--- src/hw/rtl/evt_pkg.sv ---
`timescale 1ns / 1ps
`default_nettype none
// Shared types and constants of the election vote tally.
// Depends on nothing; every other file of the block but evt_ram imports it.

package evt_pkg;

    localparam int TERM_W  = 63;
    localparam int COUNT_W = 6;
    localparam int VOTER_W = 5;
    localparam int CFG_IDX_W = 2;

    typedef logic [TERM_W-1:0]    term_t;
    typedef logic [COUNT_W-1:0]   count_t;
    typedef logic [VOTER_W-1:0]   voter_t;
    typedef logic [CFG_IDX_W-1:0] cfg_idx_t;

    localparam cfg_idx_t CFG_VOTER_LIMIT = 2'd0;
    localparam cfg_idx_t CFG_QUORUM      = 2'd1;
    localparam cfg_idx_t CFG_OWN_TERM    = 2'd2;

    localparam count_t VOTER_LIMIT_RESET = 6'd1;
    localparam count_t QUORUM_RESET      = 6'd1;

    typedef enum logic [2:0] {
        ST_COUNTED  = 3'd0,
        ST_DUP      = 3'd1,
        ST_CONFLICT = 3'd2,
        ST_TOO_MANY = 3'd3,
        ST_CANCEL   = 3'd4
    } status_t;

    typedef struct packed {
        voter_t voter;
        logic   transport_failed;
        logic   peer_error;
        logic   identity_mismatch;
        logic   granted;
        term_t  peer_term;
    } vote_t;

    typedef struct packed {
        status_t status;
        logic    decided_now;
        logic    decision;
        term_t   result_term;
        count_t  yes_count;
        count_t  no_count;
        logic    all_in;
    } result_t;

    typedef struct packed {
        count_t voter_limit;
        count_t quorum;
        term_t  own_term;
    } cfg_regs_t;

    typedef struct packed {
        count_t yes_tally;
        count_t no_tally;
        term_t  highest_term;
        logic   done;
    } tally_state_t;

    typedef struct packed {
        logic has_voted;
        logic vote_value;
    } ballot_t;

endpackage

`default_nettype wire

--- src/hw/rtl/evt_cfg_if.sv ---
`timescale 1ns / 1ps
`default_nettype none
// Configuration write channel of the election vote tally.
// Depends on evt_pkg.

interface evt_cfg_if;
    import evt_pkg::*;

    logic     valid;
    logic     ready;
    cfg_idx_t index;
    term_t    data;

    modport source (output valid, output index, output data, input ready);
    modport sink   (input valid, input index, input data, output ready);
endinterface

`default_nettype wire

--- src/hw/rtl/evt_vote_if.sv ---
`timescale 1ns / 1ps
`default_nettype none
// Vote response channel of the election vote tally, one response per word.
// Depends on evt_pkg.

interface evt_vote_if;
    import evt_pkg::*;

    logic   valid;
    logic   ready;
    voter_t voter;
    logic   transport_failed;
    logic   peer_error;
    logic   identity_mismatch;
    logic   granted;
    term_t  peer_term;

    modport source (output valid, output voter, output transport_failed,
                    output peer_error, output identity_mismatch, output granted,
                    output peer_term, input ready);
    modport sink   (input valid, input voter, input transport_failed,
                    input peer_error, input identity_mismatch, input granted,
                    input peer_term, output ready);
endinterface

`default_nettype wire

--- src/hw/rtl/evt_result_if.sv ---
`timescale 1ns / 1ps
`default_nettype none
// Result channel of the election vote tally, one word per vote response.
// Depends on evt_pkg.

interface evt_result_if;
    import evt_pkg::*;

    logic    valid;
    logic    ready;
    status_t status;
    logic    decided_now;
    logic    decision;
    term_t   result_term;
    count_t  yes_count;
    count_t  no_count;
    logic    all_in;

    modport source (output valid, output status, output decided_now,
                    output decision, output result_term, output yes_count,
                    output no_count, output all_in, input ready);
    modport sink   (input valid, input status, input decided_now,
                    input decision, input result_term, input yes_count,
                    input no_count, input all_in, output ready);
endinterface

`default_nettype wire

--- src/hw/rtl/election_vote_tally.sv ---
`timescale 1ns / 1ps
`default_nettype none
// Top level of the election vote tally: control, configuration and tallies.
// Depends on evt_pkg, the three channel interfaces, evt_ballot_store and
// evt_tally_eval.
//
//  Channel   Direction  Word
//  cfg       in         register index and write data
//  vote      in         one vote response
//  result    out        status, decision and tallies for that response
//
// Each response passes through the ballot RAM read, then evaluation and
// write-back. A new response is taken while the previous result still waits
// in the output register; evaluation holds while that register is full.
// Reset clears all ballots and tallies at once and starts a new election.

module election_vote_tally #(
    parameter int MAX_VOTERS = 32
) (
    input  wire logic clk,
    input  wire logic rst_n,
    evt_cfg_if.sink     cfg,
    evt_vote_if.sink    vote,
    evt_result_if.source result
);
    import evt_pkg::*;

    localparam int VIDX_W = (MAX_VOTERS > 1) ? $clog2(MAX_VOTERS) : 1;

    typedef enum logic {
        S_IDLE,
        S_EVAL
    } state_t;

    state_t       state_reg;
    state_t       state_next;
    cfg_regs_t    cfg_reg;
    tally_state_t tally_reg;
    tally_state_t tally_next;
    vote_t        item_reg;
    result_t      res_reg;
    result_t      eval_res;
    ballot_t      ballot;
    logic         res_valid_reg;
    logic         accept;
    logic         load;
    logic         in_range;
    logic         record;
    logic         record_yes;
    logic [VIDX_W-1:0] vote_addr;
    logic [VIDX_W-1:0] item_addr;

    assign cfg.ready  = 1'b1;
    assign vote.ready = (state_reg == S_IDLE);
    assign accept     = vote.valid && vote.ready;
    assign load       = (state_reg == S_EVAL) && (!res_valid_reg || result.ready);
    assign vote_addr  = VIDX_W'(vote.voter);
    assign item_addr  = VIDX_W'(item_reg.voter);
    assign in_range   = 9'(item_reg.voter) < 9'(MAX_VOTERS);

    always_ff @(posedge clk or negedge rst_n)
    begin
        if (!rst_n)
        begin
            cfg_reg.voter_limit <= VOTER_LIMIT_RESET;
            cfg_reg.quorum      <= QUORUM_RESET;
            cfg_reg.own_term    <= '0;
        end
        else if (cfg.valid && cfg.ready)
        begin
            case (cfg.index)
                CFG_VOTER_LIMIT: cfg_reg.voter_limit <= cfg.data[COUNT_W-1:0];
                CFG_QUORUM:      cfg_reg.quorum      <= cfg.data[COUNT_W-1:0];
                CFG_OWN_TERM:    cfg_reg.own_term    <= cfg.data;
                default:         cfg_reg <= cfg_reg;
            endcase
        end
    end

    always_ff @(posedge clk)
    begin
        if (accept)
        begin
            item_reg.voter             <= vote.voter;
            item_reg.transport_failed  <= vote.transport_failed;
            item_reg.peer_error        <= vote.peer_error;
            item_reg.identity_mismatch <= vote.identity_mismatch;
            item_reg.granted           <= vote.granted;
            item_reg.peer_term         <= vote.peer_term;
        end
        if (load)
        begin
            res_reg <= eval_res;
        end
    end

    evt_ballot_store #(
        .MAX_VOTERS (MAX_VOTERS)
    ) u_ballot_store (
        .clk       (clk),
        .rst_n     (rst_n),
        .rd_en     (accept),
        .rd_addr   (vote_addr),
        .rd_ballot (ballot),
        .wr_en     (load && record),
        .wr_addr   (item_addr),
        .wr_value  (record_yes)
    );

    evt_tally_eval u_tally_eval (
        .item       (item_reg),
        .in_range   (in_range),
        .ballot     (ballot),
        .state      (tally_reg),
        .cfg        (cfg_reg),
        .result     (eval_res),
        .state_next (tally_next),
        .record     (record),
        .record_yes (record_yes)
    );

    always_comb
    begin
        case (state_reg)
            S_IDLE:  state_next = accept ? S_EVAL : S_IDLE;
            S_EVAL:  state_next = load ? S_IDLE : S_EVAL;
            default: state_next = S_IDLE;
        endcase
    end

    always_ff @(posedge clk or negedge rst_n)
    begin
        if (!rst_n)
        begin
            state_reg     <= S_IDLE;
            tally_reg     <= '0;
            res_valid_reg <= 1'b0;
        end
        else
        begin
            state_reg <= state_next;
            if (load)
            begin
                tally_reg     <= tally_next;
                res_valid_reg <= 1'b1;
            end
            else if (result.ready)
            begin
                res_valid_reg <= 1'b0;
            end
        end
    end

    assign result.valid       = res_valid_reg;
    assign result.status      = res_reg.status;
    assign result.decided_now = res_reg.decided_now;
    assign result.decision    = res_reg.decision;
    assign result.result_term = res_reg.result_term;
    assign result.yes_count   = res_reg.yes_count;
    assign result.no_count    = res_reg.no_count;
    assign result.all_in      = res_reg.all_in;

    a_one_in_flight: assert property (@(posedge clk) disable iff (!rst_n)
        accept |=> !vote.ready)
        else $error("second response taken while one is being evaluated");

    a_done_sticks: assert property (@(posedge clk) disable iff (!rst_n)
        tally_reg.done |=> tally_reg.done)
        else $error("election result flag cleared without reset");

    a_decide_once: assert property (@(posedge clk) disable iff (!rst_n)
        load && eval_res.decided_now |-> !tally_reg.done)
        else $error("election result reported a second time");

    a_yes_monotonic: assert property (@(posedge clk) disable iff (!rst_n)
        load |=> tally_reg.yes_tally >= $past(tally_reg.yes_tally))
        else $error("yes tally decreased");

    a_decision_qualified: assert property (@(posedge clk) disable iff (!rst_n)
        result.valid && result.decision |-> result.decided_now)
        else $error("win flagged on a word that reports no decision");

endmodule

`default_nettype wire

--- src/hw/rtl/evt_ram.sv ---
`timescale 1ns / 1ps
`default_nettype none
// Generic single-port-write, single-port-read RAM with registered read data.
// No dependencies.

module evt_ram #(
    parameter int WIDTH = 1,
    parameter int DEPTH = 32
) (
    input  wire logic                                      clk,
    input  wire logic                                      wr_en,
    input  wire logic [((DEPTH > 1) ? $clog2(DEPTH) : 1)-1:0] wr_addr,
    input  wire logic [WIDTH-1:0]                          wr_data,
    input  wire logic                                      rd_en,
    input  wire logic [((DEPTH > 1) ? $clog2(DEPTH) : 1)-1:0] rd_addr,
    output logic [WIDTH-1:0]                               rd_data
);

    logic [WIDTH-1:0] mem [DEPTH];
    logic [WIDTH-1:0] rd_data_reg;

    always_ff @(posedge clk)
    begin
        if (wr_en)
        begin
            mem[wr_addr] <= wr_data;
        end
        if (rd_en)
        begin
            rd_data_reg <= mem[rd_addr];
        end
    end

    assign rd_data = rd_data_reg;

endmodule

`default_nettype wire

--- src/hw/rtl/evt_ballot_store.sv ---
`timescale 1ns / 1ps
`default_nettype none
// Per-voter ballot store: has-voted flags in flip-flops, vote values in a RAM.
// Depends on evt_pkg and evt_ram.

module evt_ballot_store #(
    parameter int MAX_VOTERS = 32
) (
    input  wire logic                                              clk,
    input  wire logic                                              rst_n,
    input  wire logic                                              rd_en,
    input  wire logic [((MAX_VOTERS > 1) ? $clog2(MAX_VOTERS) : 1)-1:0] rd_addr,
    output evt_pkg::ballot_t                                       rd_ballot,
    input  wire logic                                              wr_en,
    input  wire logic [((MAX_VOTERS > 1) ? $clog2(MAX_VOTERS) : 1)-1:0] wr_addr,
    input  wire logic                                              wr_value
);
    import evt_pkg::*;

    logic [MAX_VOTERS-1:0] voted_reg;
    logic [MAX_VOTERS-1:0] voted_next;
    logic                  voted_rd_reg;
    logic                  value_rd;

    always_comb
    begin
        voted_next = voted_reg;
        if (wr_en)
        begin
            voted_next[wr_addr] = 1'b1;
        end
    end

    always_ff @(posedge clk or negedge rst_n)
    begin
        if (!rst_n)
        begin
            voted_reg    <= '0;
            voted_rd_reg <= 1'b0;
        end
        else
        begin
            voted_reg <= voted_next;
            if (rd_en)
            begin
                voted_rd_reg <= voted_reg[rd_addr];
            end
        end
    end

    evt_ram #(
        .WIDTH (1),
        .DEPTH (MAX_VOTERS)
    ) u_value_ram (
        .clk     (clk),
        .wr_en   (wr_en),
        .wr_addr (wr_addr),
        .wr_data (wr_value),
        .rd_en   (rd_en),
        .rd_addr (rd_addr),
        .rd_data (value_rd)
    );

    assign rd_ballot.has_voted  = voted_rd_reg;
    assign rd_ballot.vote_value = value_rd;

endmodule

`default_nettype wire

--- src/hw/rtl/evt_tally_eval.sv ---
`timescale 1ns / 1ps
`default_nettype none
// Evaluation of one vote response against the stored ballot and the tallies.
// Depends on evt_pkg.

module evt_tally_eval (
    input  wire evt_pkg::vote_t        item,
    input  wire logic                  in_range,
    input  wire evt_pkg::ballot_t      ballot,
    input  wire evt_pkg::tally_state_t state,
    input  wire evt_pkg::cfg_regs_t    cfg,
    output evt_pkg::result_t           result,
    output evt_pkg::tally_state_t      state_next,
    output logic                       record,
    output logic                       record_yes
);
    import evt_pkg::*;

    logic                 failed;
    logic                 cancel;
    logic                 full;
    logic                 won;
    logic                 lost;
    logic [COUNT_W:0]     voted_sum;
    logic [COUNT_W:0]     final_sum;
    logic [COUNT_W:0]     lose_sum;
    status_t              rec_status;
    term_t                highest_next;

    always_comb
    begin
        failed     = item.transport_failed | item.peer_error | item.identity_mismatch;
        record_yes = !failed && item.granted;
        cancel     = !failed && !item.granted && (item.peer_term > cfg.own_term);

        highest_next = state.highest_term;
        if (!failed && (item.peer_term > state.highest_term))
        begin
            highest_next = item.peer_term;
        end

        voted_sum = {1'b0, state.yes_tally} + {1'b0, state.no_tally};
        full      = voted_sum >= {1'b0, cfg.voter_limit};

        record = 1'b0;
        if (!in_range)
        begin
            rec_status = ST_TOO_MANY;
        end
        else if (ballot.has_voted)
        begin
            rec_status = (ballot.vote_value == record_yes) ? ST_DUP : ST_CONFLICT;
        end
        else if (full)
        begin
            rec_status = ST_TOO_MANY;
        end
        else
        begin
            rec_status = ST_COUNTED;
            record     = !cancel;
        end

        state_next              = state;
        state_next.highest_term = highest_next;
        if (record && record_yes)
        begin
            state_next.yes_tally = state.yes_tally + COUNT_W'(1);
        end
        if (record && !record_yes)
        begin
            state_next.no_tally = state.no_tally + COUNT_W'(1);
        end

        won      = state_next.yes_tally >= cfg.quorum;
        lose_sum = {1'b0, state_next.no_tally} + {1'b0, cfg.quorum};
        lost     = lose_sum > {1'b0, cfg.voter_limit};

        result.status      = cancel ? ST_CANCEL : rec_status;
        result.decided_now = 1'b0;
        result.decision    = 1'b0;
        result.result_term = highest_next;
        if (cancel && !state.done)
        begin
            result.decided_now = 1'b1;
            result.result_term = item.peer_term;
        end
        else if (!state.done && (won || lost))
        begin
            result.decided_now = 1'b1;
            result.decision    = won;
        end
        state_next.done = state.done | result.decided_now;

        final_sum        = {1'b0, state_next.yes_tally} + {1'b0, state_next.no_tally};
        result.yes_count = state_next.yes_tally;
        result.no_count  = state_next.no_tally;
        result.all_in    = final_sum == {1'b0, cfg.voter_limit};
    end

endmodule

`default_nettype wire
--- src/flat_wrapper.sv ---
// flat-port wrapper written by rule: the top's interface ports become plain ports
module election_vote_tally_flat import evt_pkg::*;
#(
    parameter int MAX_VOTERS = 32
)
  (clk, rst_n, cfg_valid, cfg_index, cfg_data, cfg_ready, vote_valid, vote_voter, vote_transport_failed, vote_peer_error, vote_identity_mismatch, vote_granted, vote_peer_term, vote_ready, result_valid, result_status, result_decided_now, result_decision, result_result_term, result_yes_count, result_no_count, result_all_in, result_ready);
  evt_cfg_if cfg_i ();
  evt_vote_if vote_i ();
  evt_result_if result_i ();
  input  wire logic clk;
  input  wire logic rst_n;
  input wire logic [$bits(cfg_i.valid)-1:0] cfg_valid;
  input wire logic [$bits(cfg_i.index)-1:0] cfg_index;
  input wire logic [$bits(cfg_i.data)-1:0] cfg_data;
  output wire logic [$bits(cfg_i.ready)-1:0] cfg_ready;
  input wire logic [$bits(vote_i.valid)-1:0] vote_valid;
  input wire logic [$bits(vote_i.voter)-1:0] vote_voter;
  input wire logic [$bits(vote_i.transport_failed)-1:0] vote_transport_failed;
  input wire logic [$bits(vote_i.peer_error)-1:0] vote_peer_error;
  input wire logic [$bits(vote_i.identity_mismatch)-1:0] vote_identity_mismatch;
  input wire logic [$bits(vote_i.granted)-1:0] vote_granted;
  input wire logic [$bits(vote_i.peer_term)-1:0] vote_peer_term;
  output wire logic [$bits(vote_i.ready)-1:0] vote_ready;
  output wire logic [$bits(result_i.valid)-1:0] result_valid;
  output wire logic [$bits(result_i.status)-1:0] result_status;
  output wire logic [$bits(result_i.decided_now)-1:0] result_decided_now;
  output wire logic [$bits(result_i.decision)-1:0] result_decision;
  output wire logic [$bits(result_i.result_term)-1:0] result_result_term;
  output wire logic [$bits(result_i.yes_count)-1:0] result_yes_count;
  output wire logic [$bits(result_i.no_count)-1:0] result_no_count;
  output wire logic [$bits(result_i.all_in)-1:0] result_all_in;
  input wire logic [$bits(result_i.ready)-1:0] result_ready;
  assign cfg_i.valid = cfg_valid;
  assign cfg_i.index = cfg_index;
  assign cfg_i.data = cfg_data;
  assign cfg_ready = cfg_i.ready;
  assign vote_i.valid = vote_valid;
  assign vote_i.voter = vote_voter;
  assign vote_i.transport_failed = vote_transport_failed;
  assign vote_i.peer_error = vote_peer_error;
  assign vote_i.identity_mismatch = vote_identity_mismatch;
  assign vote_i.granted = vote_granted;
  assign vote_i.peer_term = vote_peer_term;
  assign vote_ready = vote_i.ready;
  assign result_valid = result_i.valid;
  assign result_status = result_i.status;
  assign result_decided_now = result_i.decided_now;
  assign result_decision = result_i.decision;
  assign result_result_term = result_i.result_term;
  assign result_yes_count = result_i.yes_count;
  assign result_no_count = result_i.no_count;
  assign result_all_in = result_i.all_in;
  assign result_i.ready = result_ready;
  election_vote_tally #(.MAX_VOTERS(MAX_VOTERS)) u_core (.clk(clk), .rst_n(rst_n), .cfg(cfg_i), .vote(vote_i), .result(result_i));
endmodule
--- config.mk ---
export PLATFORM = sky130hd
export DESIGN_NAME = election_vote_tally_flat
export DESIGN_NICKNAME = d
export VERILOG_FILES = /design/src/hw/rtl/evt_pkg.sv /design/src/hw/rtl/evt_cfg_if.sv /design/src/hw/rtl/evt_vote_if.sv /design/src/hw/rtl/evt_result_if.sv /design/src/hw/rtl/election_vote_tally.sv /design/src/hw/rtl/evt_ram.sv /design/src/hw/rtl/evt_ballot_store.sv /design/src/hw/rtl/evt_tally_eval.sv /design/src/flat_wrapper.sv
export SDC_FILE = /design/constraint.sdc
export NUM_CORES = 1
export LEC_CHECK = 0
export ABC_AREA = 1
export BUFFER_PORTS_ARGS = -buffer_cell sky130_fd_sc_hd__buf_2
export CORE_UTILIZATION = 54
export DETAILED_ROUTE_END_ITERATION = 16
export PLACE_DENSITY = 0.77
export SYNTH_ARGS = -nofsm -noshare
export SYNTH_HDL_FRONTEND = slang
export SYNTH_HIERARCHICAL = 1
export SYNTH_SLANG_ARGS = --single-unit
--- constraint.sdc ---
create_clock -name clk -period 5.3 [get_ports clk]
set_clock_uncertainty 0.05 [all_clocks]
set_input_delay 0.795 -clock clk [delete_from_list [all_inputs] [get_ports clk]]
set_output_delay 0.795 -clock clk [all_outputs]
set_load 0.05 [all_outputs]
== Word level (Yosys, flattened, before mapping) ==
Memories as Yosys holds them, arrays and structs flattened. A register that Yosys moved wholly into a read port is not among the register bits.
Index checks and enable logic that the tools add are counted.

* Memory bits (writable): 32
* Logic and storage cells: 96
* Bits of input ports: 142
* Memories kept: 1
* Output and inout bits: 84
* Register bits: 339

{| class="wikitable"
|+ Memories
! name !! depth !! bits a word !! read ports !! clocked after Yosys merged registers in !! wr ports !! RTL line !! text
|-
| u_core.u_ballot_store.u_value_ram.mem || 32 || 1 || 1 || 1 || 1 || evt_ram.sv:19 || <nowiki>logic [WIDTH-1:0] mem [DEPTH];</nowiki>
|}

* Bitwise operators: 6
* Add/subtract/negate cells: 5
* Multiplexer cells: 22
* Reductions and logical operators: 26
* Equality and inequality tests: 4
* $lt $le $gt $ge: 8

{| class="wikitable"
|+ Operator list
! cell !! count
|-
| 63-bit greater-than comparator || 2
|-
| 63-bit 2-to-1 mux || 2
|-
| 32-bit bitwise OR || 1
|-
| 6-bit by 6-bit adder with 7-bit output || 3
|-
| 6-bit by 1-bit adder with 6-bit output, second input constant || 2
|-
| 1-bit logical AND || 12
|-
| 5-bit by 6-bit < comparator with 1-bit output, second input constant || 2
|-
| 6-bit 2-to-1 mux || 2
|-
| 1-bit 2-to-1 mux || 11
|-
| 2-bit 2-to-1 mux || 4
|-
| 7-bit by 6-bit equality test with 1-bit output || 1
|-
| 7-bit by 6-bit >= comparator with 1-bit output || 1
|-
| 7-bit by 6-bit greater-than comparator with 1-bit output || 1
|-
| 6-bit >= comparator || 1
|-
| 1-bit zero test || 6
|-
| 2-bit AND reduction || 3
|-
| 1-bit binary-select mux with 5-bit select || 1
|-
| 1-bit demux with 5-bit select || 1
|-
| 5-bit by 1-bit >= comparator with 1-bit output, second input constant || 1
|-
| 1-bit bitwise OR || 3
|-
| 2-bit by 1-bit equality test with 1-bit output, second input constant || 1
|-
| 2-bit equality test, second input constant || 1
|-
| 2-bit zero test || 1
|-
| 1-bit logical OR || 2
|-
| 5 further kinds || 6
|}

== Longest topological paths before layout ==
* Word-level depth: 17
* Gate-level depth with buffers: 32
* Gate-level depth less buffers: 32

== By module ==
Netlist, hierarchy kept.

{| class="wikitable"
|+ Modules (own cells, without submodules)
! module !! area an instance (um^2) !! instances !! cells each !! seq. area each (um^2)
|-
| election_vote_tally || 10905.5 || 1 || 833 || 8425.6
|-
| evt_tally_eval || 7777.5 || 1 || 1338 || 0.0
|-
| evt_ram || 1565.3 || 1 || 160 || 991.0
|-
| evt_ballot_store || 1521.5 || 1 || 163 || 825.8
|}

== Least setup slack after synthesis ==
OpenSTA, ideal clock, no wires.

* Path kind: register to register
* Start: reg u_core/tally_reg[70] (netlist name)
* End: reg u_core/tally_reg[0] (netlist name)
* Buffers on the path: 1
* Stages on the path, launching flop included: 30
* Data required time: 5.134 ns
* Setup time: 0.116 ns
* Period minus slack after synthesis: 4.922 ns
* Path slack: 0.378 ns
* Data arrival time: 4.756 ns
* Cells stage by stage: dfrtp_1 ha_1 inv_1 fa_1 o21ai_1 xnor2_1 inv_1 ha_1 a21o_1 a211oi_1 nand3_1 nor2_2 buf_2 nand4_1 nand2_1 ha_1 inv_1 fa_1 o21ai_0 xor2_1 inv_1 ha_1 nand2_1 nor2_1 o22ai_1 nand2_1 o21ai_0 nand3_1 nand3_1 nand2_1

{| class="wikitable"
|+ RTL lines
! what !! RTL line !! text
|-
| from (decl) || election_vote_tally.sv:38 || <nowiki>tally_state_t tally_reg;</nowiki>
|-
| from (signal assigned) || election_vote_tally.sv:144 || <nowiki>tally_reg <= tally_next;</nowiki>
|}

==> impl_results.md <==
* Worst EP required at 5.71 ns
* Distinct cells, synth at 51
* Largest register FFs at 76
* Worst hold-check path type: input pin to async pin
* Ranking of synthesized cells by area: edfxtp_1 (26%), dfrtp_1 (21%), nand2_1 (13%)
* DR pass1 iterations at 12
* Setup_tns at 0 ns
* # IOs at 226
* Layout net count at 2982
* Clk slew on worst S/H paths at ~0.06 ns
* Number of setup violations in the final report at 0
* Failing checks: DRC
* Most frequent cells in the layout: nand2_1 (763), inv_1 (304), nand3_1 (260), buf_2 (222), edfxtp_1 (186)
* Skew-Pair Late Insertion Delay at a little under 0.6 ns
* Min Tclk post-route at about 5 ns
* Yosys Warn Count at 6
* CP Class: flip-flop to flip-flop
* Input/output buffers at 224
* Yosys top cell area share at between 20 and 30%
* WL/cell at ~18 µm
* Post-synthesis sequential area ratio at between 40% and 50%
* Site Rows at between 70 and 80
* Slew of the pin with the lowest slew margin at 1.192 ns
* GRT Total Usage at between 20% and 30%
* Max-slew headroom at between 20 and 25%
* Slew Viols, Final at 0
* Vias in the first global route at around 18000
* Post-DRT Antenna Nets at 0
* Max Clock Freq at around 200 MHz
* Most common cell after layout, fill and taps aside: nand2_1
* Critical Path Sink Type: flip-flop
* Chip height at between 200 and 250 µm
* Core Box Area at ~40000 µm²
* EDFF count, synth at 186
* Total die area at about 41000 µm²
* Post-synthesis async set-or-reset flop share at ~50%
* Final period util at roughly 93%
* Final WS setup at about 0.35 ns
* H-Tree Depth at 2
* Pre-CTS setup slack at between 0.08 and 0.09 ns
* PD cells at approximately 520 nW/µm²
* Proportion of layout cells with a drive suffix above 1 at approximately 15%
* Vias at 17960
* Arr. time, crit path at 5.36 ns
* CTS sink count at roughly 370
* Final cell count without fillers at between 3000 and 4000
* Max Cap Violations at 0
* Placed cell areas at around 23000 µm²
* Seq cells post-synth at between 300 and 400
* Grt ovf at 0
* Peak supply drop at 0.2991 mV
* Clock root buffer: clkbuf_16
* Post-Syn Instances at about 2500
* Initial antenna violation count at 7
* Post-Syn Area at approximately 22000 µm²
* CTS Hold Bufs at 0
* CTS Buf Count at 42
* Post-synth top area cell: edfxtp_1
* Lkg Pwr at between 10 and 15 nW
* Final HPWL DP at a little under 40 mm
* Synth Area per Inst at 8.729 µm²
* GP Congestion at between 0.9 and 1
* Critical-path maximum fanout at 9
* Synth Flop Type: edfxtp_1
* Initial Util at between 50% and 60%
* Tot Pwr at ~13 mW
* Drt drc at 2
* Final Hold Fails at 0
* Final Instance Area at between 20000 and 25000 µm²
* Die X at approximately 200 µm
* Outcome: finished, violations left
* CP Launch Type: flip-flop
* First-pass GRT wire length at 94.08 mm
* Largest net degree at the start of global routing at 100
* Area grow syn2layout at 11.37%
* Initial drt markers at 1470
* CTS max path bufs at 3
* Via/cell ratio at roughly 5.6
* Placed instance count at 3151
* Routed wire length at 58.79 mm
* CTS tree: yes
## final timing paths
check                                startpoint                             endpoint  slack (ns)  cells after the start
max                        u_core/tally_reg[64]                  u_core/tally_reg[0]        0.35                     27
min                                       rst_n  u_core/u_ballot_store/voted_reg[30]        0.27                      1
max reg2reg                u_core/tally_reg[64]                  u_core/tally_reg[0]        0.35                     27
min reg2reg                  u_core/cfg_reg[28]                   u_core/cfg_reg[28]        0.42                      2
max in group asynchronous                 rst_n                   u_core/cfg_reg[35]        3.68                      2
min in group clk              vote_peer_term[9]                   u_core/item_reg[9]        0.34                      1
## worst max-delay path, stage by stage, from the launching register on
cell	delay (ns)
dfrtp_2	0.38
ha_1	0.16
inv_1	0.05
fa_1	0.41
o21ai_2	0.18
xnor2_1	0.13
inv_1	0.06
ha_1	0.29
a21o_1	0.20
a211oi_2	0.17
nand3_1	0.17
nor2_4	0.21
nand3_4	0.14
o21ai_1	0.22
ha_1	0.31
a21oi_1	0.17
nand2_1	0.10
a21oi_1	0.13
o21ai_0	0.10
xor2_1	0.15
ha_1	0.30
a21o_1	0.16
o22ai_1	0.12
nand2_1	0.08
o21ai_2	0.13
nand3_1	0.08
nand3_1	0.13
nand2_1	0.07
## area by class of cell
| class | instances | area [µm²] |
|---|---|---|
| inverter | 319 | 1217 |
| fill | 3412 | 15490 |
| clock buffer | 58 | 1142 |
| antenna | 2 | 5.005 |
| timing repair buffer | 244 | 1282 |
| multi-input combinational | 1694 | 9510 |
| clock inverter | 18 | 177.7 |
| sequential | 372 | 10250 |
| tap | 525 | 656.9 |
## through the flow
| stage | hold WS [ns] | util (%) |
|---|---|---|
| 5_1_grt | 0.3268 | 61.01 |
| 3_5_place_dp | 0.4081 | 57.52 |
| 3_3_place_gp | 0.4033 | 57.52 |
| 2_1_floorplan | 0.3919 | - |
| 4_1_cts | 0.3135 | 60.84 |
| 6_report | 0.2690 | 61.02 |
## layer usage
metal,share of wire [%],global-route usage (%)
met1,42,38.05
met2,47,47.73
met3,7.4,5.891
met4,2.7,9.801
met5,0.12,0
## cell usage after synthesis, drive strengths merged (2+ instances only)
cell type / count
inv: 319
dfrtp: 184
clkbuf: 20
dfstp: 2
nor3: 12
nor4: 2
o21bai: 33
edfxtp: 186
o21ai: 24
ha: 164
nand4: 94
a21oi: 67
and2b: 2
nand2: 784
buf: 91
nand3: 310
xnor2: 10
or2: 3
and2: 63
xor2: 9
a21o: 10
a21boi: 3
o21a: 2
nor2: 89
nor3b: 2
fa: 3
## cell families after synthesis
family / count (synthesis) / share of synthesized area, %
other: 1 / 0.01723
flip-flops: 372 / 47.05
AO/OA/AOI/OAI: 144 / 3.926
XOR/XNOR: 19 / 0.7644
buffers and inverters: 430 / 9.552
adder cells (fa/ha/maj): 167 / 9.702
AND/OR/NAND/NOR: 1361 / 28.99
## report_power, final
part	total (mW)	internal [mW]	switching (mW)
combinational	5.22	1.58	3.64
clock	2.85	1.66	1.20
sequential	4.65	4.04	0.607
## timing repair
item | in CTS | in global routing
endpoints found under the hold margin | 0 | 0
resized for setup | 0 | 13
setup endpoints to repair | 0 | 3
setup buffers | 0 | 3
Power figures use the tool's default switching activity.
